$ cat config.mk
export PLATFORM = sky130hd
export DESIGN_NAME = olid_cell
export DESIGN_NICKNAME = d
export VERILOG_FILES = /design/src/olid_pkg.sv /design/src/olid_cell.sv
export SDC_FILE = /design/constraint.sdc
export NUM_CORES = 1
export LEC_CHECK = 0
export BUFFER_PORTS_ARGS = -buffer_cell sky130_fd_sc_hd__buf_4
export CORE_MARGIN = 2
export CORE_UTILIZATION = 41
export CTS_BUF_LIST = sky130_fd_sc_hd__clkbuf_8 sky130_fd_sc_hd__clkbuf_16
export DETAILED_ROUTE_END_ITERATION = 10
export GPL_ROUTABILITY_DRIVEN = 0
export GPL_TIMING_DRIVEN = 0
export MAX_ROUTING_LAYER = met4
export PLACE_DENSITY_LB_ADDON = 0.15
export RECOVER_POWER = 100
export SYNTH_ARGS = -nofsm -noshare
export SYNTH_HDL_FRONTEND = slang
export SYNTH_SLANG_ARGS = --single-unit
$ cat constraint.sdc
create_clock -name clk -period 4.2 [get_ports clk]
set_clock_uncertainty 0.2 [all_clocks]
set_input_delay 0.21 -clock clk [delete_from_list [all_inputs] [get_ports clk]]
set_output_delay 0.21 -clock clk [all_outputs]
set_load 0.01 [all_outputs]
$ cat src/olid_pkg.sv
// ----------------------------------------------------------------------------
// olid_pkg
// Shared widths, codes and cell control types for the ordered list core.
// ----------------------------------------------------------------------------
package olid_pkg;

  localparam int DEPTH_DEF = 128;
  localparam int DATA_W    = 32;
  localparam int KIND_W    = 2;
  localparam int POS_W     = 8;
  localparam int STATUS_W  = 2;
  localparam int CNT_OUT_W = 8;

  typedef enum logic [KIND_W-1:0] {
    KIND_INSERT = 2'd0,
    KIND_DELETE = 2'd1,
    KIND_READ   = 2'd2,
    KIND_NONE   = 2'd3
  } kind_t;

  typedef enum logic [STATUS_W-1:0] {
    STATUS_OK    = 2'd0,
    STATUS_RANGE = 2'd1,
    STATUS_FULL  = 2'd2
  } status_t;

  // What every cell of the chain does in a cycle
  typedef enum logic [1:0] {
    OP_HOLD   = 2'd0,
    OP_INSERT = 2'd1,
    OP_KEEP   = 2'd2,
    OP_DROP   = 2'd3
  } cell_op_t;

  typedef struct packed {
    cell_op_t            op;
    logic [DATA_W-1:0]   data;
  } cell_ctl_t;

endpackage

$ cat src/olid_cell.sv
// ----------------------------------------------------------------------------
// olid_cell
// One slot of the list. Takes a new word, its left neighbour's word or its
// right neighbour's word as the broadcast control asks.
// ----------------------------------------------------------------------------
module olid_cell #(
  parameter int IW    = 7,
  parameter int INDEX = 0
) (
  input  logic                           clk,
  input  olid_pkg::cell_ctl_t            ctl,
  input  logic [IW-1:0]                  target,
  input  logic [olid_pkg::DATA_W-1:0]    left,
  input  logic [olid_pkg::DATA_W-1:0]    right,
  output logic [olid_pkg::DATA_W-1:0]    q
);
  import olid_pkg::*;

  localparam logic [IW-1:0] IDX = IW'(INDEX);

  always_ff @(posedge clk) begin
    case (ctl.op)
      OP_INSERT: begin
        // open a gap at the target, slots above it move up one place
        if (IDX == target) begin
          q <= ctl.data;
        end else if (IDX > target) begin
          q <= left;
        end
      end
      OP_KEEP: begin
        // advance towards the head, the tail slot takes the popped word
        if (IDX == target) begin
          q <= ctl.data;
        end else begin
          q <= right;
        end
      end
      OP_DROP: begin
        q <= right;
      end
      default: begin
        q <= q;
      end
    endcase
  end

endmodule
# --- Word-level counts from Yosys, hierarchy flattened ---
# Cells that the tools add are included.
classes:
  order_cmp: 1
  n_eq_ne: 4
  n_mux: 4
  n_reduce_logical: 3
op_table:
  columns: ["operator", "n"]
  rows:
  - ["32-bit 2-to-1 mux", 3]
  - ["32-bit case mux with 3 select lines", 1]
  - ["1-bit by 7-bit > comparator with 1-bit output, first input constant", 1]
  - ["7-bit zero test", 1]
  - ["2-bit == test, second input constant", 2]
  - ["3-bit != test, second input constant", 1]
  - ["3-bit nonzero test", 1]
  - ["2-bit by 1-bit == test with 1-bit output, second input constant", 1]
  - ["2-bit AND reduction", 1]
word_totals:
  reg_bits: 32
  in_bits: 106
  out_inout_bits: 32
  elab_cells: 13

# --- Longest topological paths before layout ---
# Gate-level depths: netlist of run 1.
logic_depth:
  ltp_word: 4
  mapped_depth: 6
  mapped_depth_nobuf: 4

# --- Worst setup path before layout of run 1 ---
# Ideal clock, no wire load.
synth_timing:
  path_kind: "input -> register"
  startpoint: "input target[3]"
  endpoint: "register q[0] (netlist bit) (enable)"
  setup_time_ns: 0.466
  arrival_time_ns: 3.191
  t_required_ns: 3.534
  slack_ns: 0.344
  path_stages: 5
  cell_sequence: "nor4_2 -> nand2_1 -> buf_6 -> buf_6 -> o21ai_0"
synth_between:
  elab_chain_cells: 3
  elab_cells_between_ends: 4
  classes_between: "order compare: 1; eq/ne: 1; reduce/logical: 2"
synth_lines:
  columns: ["element", "line_no", "text"]
  rows:
  - ["start, declared", "olid_cell.sv:12", "input logic [IW-1:0] target,"]
  - ["1-bit by 7-bit > comparator with 1-bit output / 7-bit zero test (equally long branches)", "olid_cell.sv:27, olid_cell.sv:25", null]
  - ["3-bit != test (no source line) (*)", null, null]
  - ["2-bit AND reduction (no source line) (*)", null, null]
  - ["end signal, assigned", "olid_cell.sv:26", "q <= ctl.data;"]
  - ["end signal, assigned", "olid_cell.sv:28", "q <= left;"]
  - ["end signal, assigned", "olid_cell.sv:34", "q <= ctl.data;"]
  - ["end, declared", "olid_cell.sv:15", "output logic [olid_pkg::DATA_W-1:0] q"]
# Mark *: on every way between the ends. The rest lies on a longest branch, timed or not.
# A chain may end at the register's enable or synchronous reset.

# --- Final worst setup path of run 1 ---
layout_timing:
  startpoint: "input target[3]"
  endpoint: "register q[5] (netlist bit) (enable)"
# The elaborated chain is that of the path after synthesis.

==> impl_metrics.tcl, run 1 <==
set metrics [dict create \
    io_pins 138 \
    wirelength_um 6000 \
    first_pass_iters 5 \
    synth_top_family_by_area "compound AO/OA/AOI/OAI gates" \
    synth_xor_area_frac 0 \
    syn_avg_cell_area_um2 12.6 \
    area_growth_pct 52.1 \
    largestRegisters "q (32)" \
    required_ps 3990 \
    cts_buffers 5 \
    max_slew.worst_pin.slew_ps 672 \
    min_path_type "primary input to flop" \
    synth_cells 153 \
    start_util 0.435 \
    first_global_vias 2019 \
    cts_root_buffer "clkbuf_8" \
    clk_pin_slew_ps 60 \
    grt_overflow 0 \
    drv_slew 0 \
    dpl_worst_slack_ps 1960 \
    powerDensity_nw_per_um2 273 \
    place.detailed.hpwl_um 4630 \
    synth_area_leaders "edfxtp_1 50%, mux2i_1 16%, o32ai_1 11%" \
    drtAntennaViolNets 0 \
    setup_slack_ps 1790 \
    netlist_area_um2 1930 \
    avgRoutedWirePerCell_um 17.2 \
    synth-compound-area-share 0.263 \
    total_leakage_power_nw 1.36 \
    drcViolationCount 0 \
    synth_mux_area_frac 0.161 \
    yosys_warnings 0 \
    synth_common_cells "32 x edfxtp_1, 31 x a21oi_1, 31 x mux2i_1, 24 x o32ai_1" \
    end_kind "flop" \
    fill_cells 414 \
    synth_top_area_cell "edfxtp_1" \
    place_area_um2 3060 \
    cts_tree "yes" \
    synth-seq-area-share 0.497 \
    die_w_um 72.6 \
    cp-start-kind "primary input" \
    fin_util 0.661 \
    holdWs_ps 78.4 \
    vias 1972 \
    synth_edf_count 32 \
    io_buffers 136 \
    post-synth-top-count-cell "edfxtp_1" \
    dieHeight_um 72.6 \
    htree_num_levels 2 \
    maxCapViolations 0 \
    fin_area_um2 2940 \
    fin_crit_sh 0.575 \
    worstPathArrival_ps 2200 \
    hold_buffers 0 \
    synth_seq_cells 32 \
    drive_gt1_frac 0.404 \
    status "finished clean" \
    core_um2 4440 \
    design.die.area_um2 5280 \
    largest-register "q" \
    ir_drop_uv 189 \
    hold_viol_final 0 \
    postCtsSetupRepairBufs 0 \
    place_inst 342 \
    fin_nets 403 \
    antenna_found_initial 0 \
    ctsResizeCount 0 \
    ys.flop_type "edfxtp_1" \
    synth.net_count 259 \
    largest_reg_flops 32 \
    via_per_inst 5.65 \
    rsz0062_at_grt "false" \
    worst-setup-path-type "primary input to flop" \
    async_flop_share 0 \
    clock_sinks 32 \
    grt_max_degree 24 \
    yosys.area_share.simple 0.0149 \
    grt_pass1_wl_um 9060 \
    fmax_mhz 414 \
    ys_types 17 \
    instances_no_fill 349 \
    worstPathMaxFanout 23 \
    drt_iter0_markers 78 \
    num_rows 24 \
    antenna_cells 0 \
    relSlewSlack 0.552 \
    grtUsageTotal 0.228 \
    yosys.area.top_type_share 0.497 \
    synthAdderAreaFrac 0 \
    period_needed_ps 2410 \
    setup_viol 0 \
    clock_path_buffers 2 \
]
[cell families after synthesis]
group,count (synthesis)
AO/OA/AOI/OAI,66
buffers and inverters,19
flip-flops,32
multiplexers,31
AND/OR/NAND/NOR,5
[layout by cell type, fill, tap and decap left out, drive strengths merged]
cell,count
o21ai,1
a211oi,2
o32ai,31
edfxtp,32
a21oi,31
mux2i,31
nor4,1
nand2,1
buf,109
clkinv,1
inv,3
clkbuf,50
a31o,1
nor2,2
nor3,1
[worst paths after layout]
kind / startpoint / slack (ps) / to / cells after the start
setup / recovery: target[3] / 1790 / q[5]$_DFFE_PP_ / 7
hold / removal: right[24] / 80 / q[24]$_DFFE_PP_ / 3
[power breakdown]
part	switching, W	internal, W	total [W]
clock network	0.000110	0.000110	0.000220
registers	0.00000701	0.000387	0.000394
logic	0.0000873	0.000101	0.000188
total	0.000205	0.000598	0.000802
[cell type report]
cell class	instances	area, um^2	share of cell area
Timing Repair Buffer	137	928	0.316
Multi-Input combinational cell	102	815	0.277
Clock inverter	2	8.76	0.00298
Inverter	2	7.51	0.00255
Tap cell	52	65.1	0.0221
Sequential cell	32	961	0.327
Buffer	17	85.1	0.0289
Clock buffer	5	68.8	0.0234
[per-layer routing]
layer  GRT usage  wire length (um)  up-vias  share of wire
li1            -                 -      930              -
met1       0.247              2340      932           0.39
met2       0.413              3120      100           0.52
met3      0.0580               482       10          0.080
met4      0.0617                61        0          0.010
met5           -                 0        -              0
[worst max-delay path, cell delays in order]
cell and delay (ps):
clkbuf_4 110, nor4_1 380, nand2_1 130, clkbuf_1 310, clkbuf_1 360, o21ai_4 470
buf_16 230
[stage by stage]
stage	power, W	setup TNS [ps]
floorplan	0.000475	0
global placement	0.000610	-31330
detailed placement	0.000618	0
CTS	0.000840	0
global route	0.000838	0
finish	0.000802	0
Note: power is estimated with default switching activity, not from simulation.
==> inputs of run 2 (changes only) <==
- ABC_AREA: not set -> 1
- clock period: 4.2 -> 2.2 ns (I/O delays scaled with it)
==> run 2 against run 1 <==
The run now ends with hold timing left. Utilization is 0.34 points higher. Clock-buffer cell count stayed put. Sequential share of layout area decreased by 8.1 points. Area after synthesis up 28%. Cell count rose by 75%. Clock power rose by 99%. Sequential power up 93%. Largest cell class unchanged. Largest power group unchanged.
==> impl_metrics.tcl, run 2 <==
set metrics [dict create \
    status "finished, violations left" \
    violations "hold timing" \
    synth_edf_count 32 \
    ir_drop_uv 304 \
    total_leakage_power_nw 2.00 \
    ctsResizeCount 0 \
    design.die.area_um2 6660 \
    first_pass_iters 5 \
    min_path_type "primary input to flop" \
    p_int_w 0.00122 \
    htree_num_levels 2 \
    fill_cells 571 \
    required_ps 2030 \
    cts_root_buffer "clkbuf_8" \
    synth-seq-area-share 0.389 \
    fin_util 0.665 \
    seq_power_share 0.447 \
    ys_types 12 \
    netlist_area_um2 2470 \
    worst-setup-path-type "primary input to flop" \
    io_buffers 137 \
    ys.flop_type "edfxtp_1" \
    yosys_warnings 0 \
    cp-start-kind "primary input" \
    hold_viol_final 2 \
    start_util 0.419 \
    io_pins 138 \
    core_um2 5890 \
    max_slew.worst_pin.slew_ps 560 \
    drv_slew 0 \
    synth_seq_cells 32 \
    finalPower_w 0.00170 \
    die_w_um 81.6 \
    dieHeight_um 81.6 \
    whs_endpoint "q[4]$_DFFE_PP_" \
    powerDensity_nw_per_um2 435 \
    fin_crit_sh 0.889 \
    drt_iter0_markers 158 \
    drtAntennaViolNets 0 \
    swShare 0.286 \
    drive_gt1_frac 0.276 \
    vias 2971 \
    antenna_found_initial 0 \
    relSlewSlack 0.627 \
    worstPathArrival_ps 1790 \
    cts_buffers 5 \
    end_kind "flop" \
    grt_overflow 0 \
    setup_tns_ps 0 \
    fin_nets 643 \
    clock_path_buffers 2 \
    largestRegisters "q (32)" \
    maxCapViolations 0 \
    setup_viol 0 \
    avgRoutedWirePerCell_um 13.9 \
    grtUsageTotal 0.269 \
    grt_pass1_wl_um 13400 \
    place.detailed.hpwl_um 5890 \
    post-synth-top-count-cell "nand2_1" \
    synth_top_area_cell "edfxtp_1" \
    largest_reg_flops 32 \
    grt_max_degree 22 \
    antenna_cells 0 \
    first_global_vias 3021 \
    via_per_inst 4.85 \
    num_rows 28 \
    p_sw_w 0.000487 \
    synth_area_leaders "edfxtp_1 39%, nand2_1 34%, nand3_2 12%" \
    final_cell_mix "226 x nand2_1, 103 x buf_4, 43 x clkbuf_1, 36 x dlygate4sd3_1, 32 x edfxtp_1" \
    yosys.area.top_type_share 0.389 \
    fmax_mhz 511 \
    holdWs_ps -5.70 \
    rsz0062_at_grt "false" \
    area_growth_pct 58.5 \
    async_flop_share 0 \
    clock_sinks 32 \
    syn_avg_cell_area_um2 6.93 \
    largest-register "q" \
    whs_path_depth 5 \
    synth.net_count 462 \
    final_common_cell "nand2_1" \
    cts_tree "yes" \
    worstPathMaxFanout 10 \
    pwr-share-clk 0.257 \
    synth_cells 356 \
    drcViolationCount 0 \
    period_needed_ps 1960 \
    clk_pin_slew_ps 70 \
    min-delay-start "left[4]" \
    p_comb_frac 0.296 \
    synth_common_cells "224 x nand2_1, 32 x edfxtp_1, 32 x o21ai_0, 29 x nand3_2, 11 x clkbuf_1" \
    wirelength_um 8510 \
]
[run 2: how the worst max path moves through the flow]
stage	from	to	slack, ps	depth (start not counted)
after global routing	target[5]	q[9]$_DFFE_PP_	110	11
after floorplan	target[5]	q[0]$_DFFE_PP_	90	6
after CTS	target[5]	q[30]$_DFFE_PP_	340	9
final	target[5]	q[9]$_DFFE_PP_	240	11
after global placement	target[5]	q[6]$_DFFE_PP_	-650	7
after detailed placement	target[5]	q[8]$_DFFE_PP_	130	8
[run 2: final cells by class]
cell class | count | area (um^2) | area share
multi-input combinational | 296 | 1330 | 0.340
buffer | 21 | 129 | 0.0329
inverter | 7 | 26.3 | 0.00672
timing repair buffer | 174 | 1300 | 0.331
sequential | 32 | 961 | 0.246
clock buffer | 5 | 68.8 | 0.0176
tap | 75 | 93.8 | 0.0240
clock inverter | 2 | 8.76 | 0.00224
[run 2: worst max-delay path: stages]
cell	delay (ps)
clkbuf_4	110
nor2_1	100
nand2_1	170
inv_1	90
nand2_1	200
buf_6	220
nand2_1	60
nand2_1	50
nand2_1	60
nand3_2	50
dlygate4sd3_1	560
[run 2: cells by family after synthesis]
logic type / after synthesis / synth area share
and+or+nand+nor: 264 / 0.483
DFF: 32 / 0.389
buffers and inverters: 28 / 0.0628
AOI/OAI and AO/OA: 32 / 0.0649
[run 2: timing repair]
item	4_1_cts	5_1_grt
hold buffers	36	0
setup buffers	0	0
endpoints found under the hold margin	32	0
[run 2: per-stage QoR]
step | worst slack, ps | instance area [um^2] | hold WS [ps] | cells
floorplan | 87.9 | 2470 | 113 | 356
global placement | -648 | 3590 | 208 | 568
detailed placement | 128 | 3630 | 214 | 569
CTS | 343 | 4070 | 1.11 | 612
global route | 106 | 3910 | 18.5 | 612
finish | 243 | 3910 | -5.70 | 612
[run 2: power groups by stage]
| stage | Clock [W] | Sequential, W | Combinational, W |
|---|---|---|---|
| after global routing | 0.000469 | 0.000767 | 0.000556 |
| final | 0.000438 | 0.000762 | 0.000504 |
| after detailed placement | 0 | 0.000776 | 0.000496 |
| after global placement | 0 | 0.000776 | 0.000479 |
| after CTS | 0.000442 | 0.000763 | 0.000553 |
| after floorplan | 0 | 0.000809 | 0.000172 |
[run 2: metal layers]
| layer | wire length (um) | share of wire | GRT usage | up-vias |
|---|---|---|---|---|
| li1 | - | - | - | 1500 |
| met1 | 3440 | 0.40 | 0.303 | 1334 |
| met2 | 4300 | 0.50 | 0.479 | 126 |
| met3 | 669 | 0.079 | 0.0549 | 11 |
| met4 | 102 | 0.012 | 0.0833 | 0 |
| met5 | 0 | 0 | - | - |
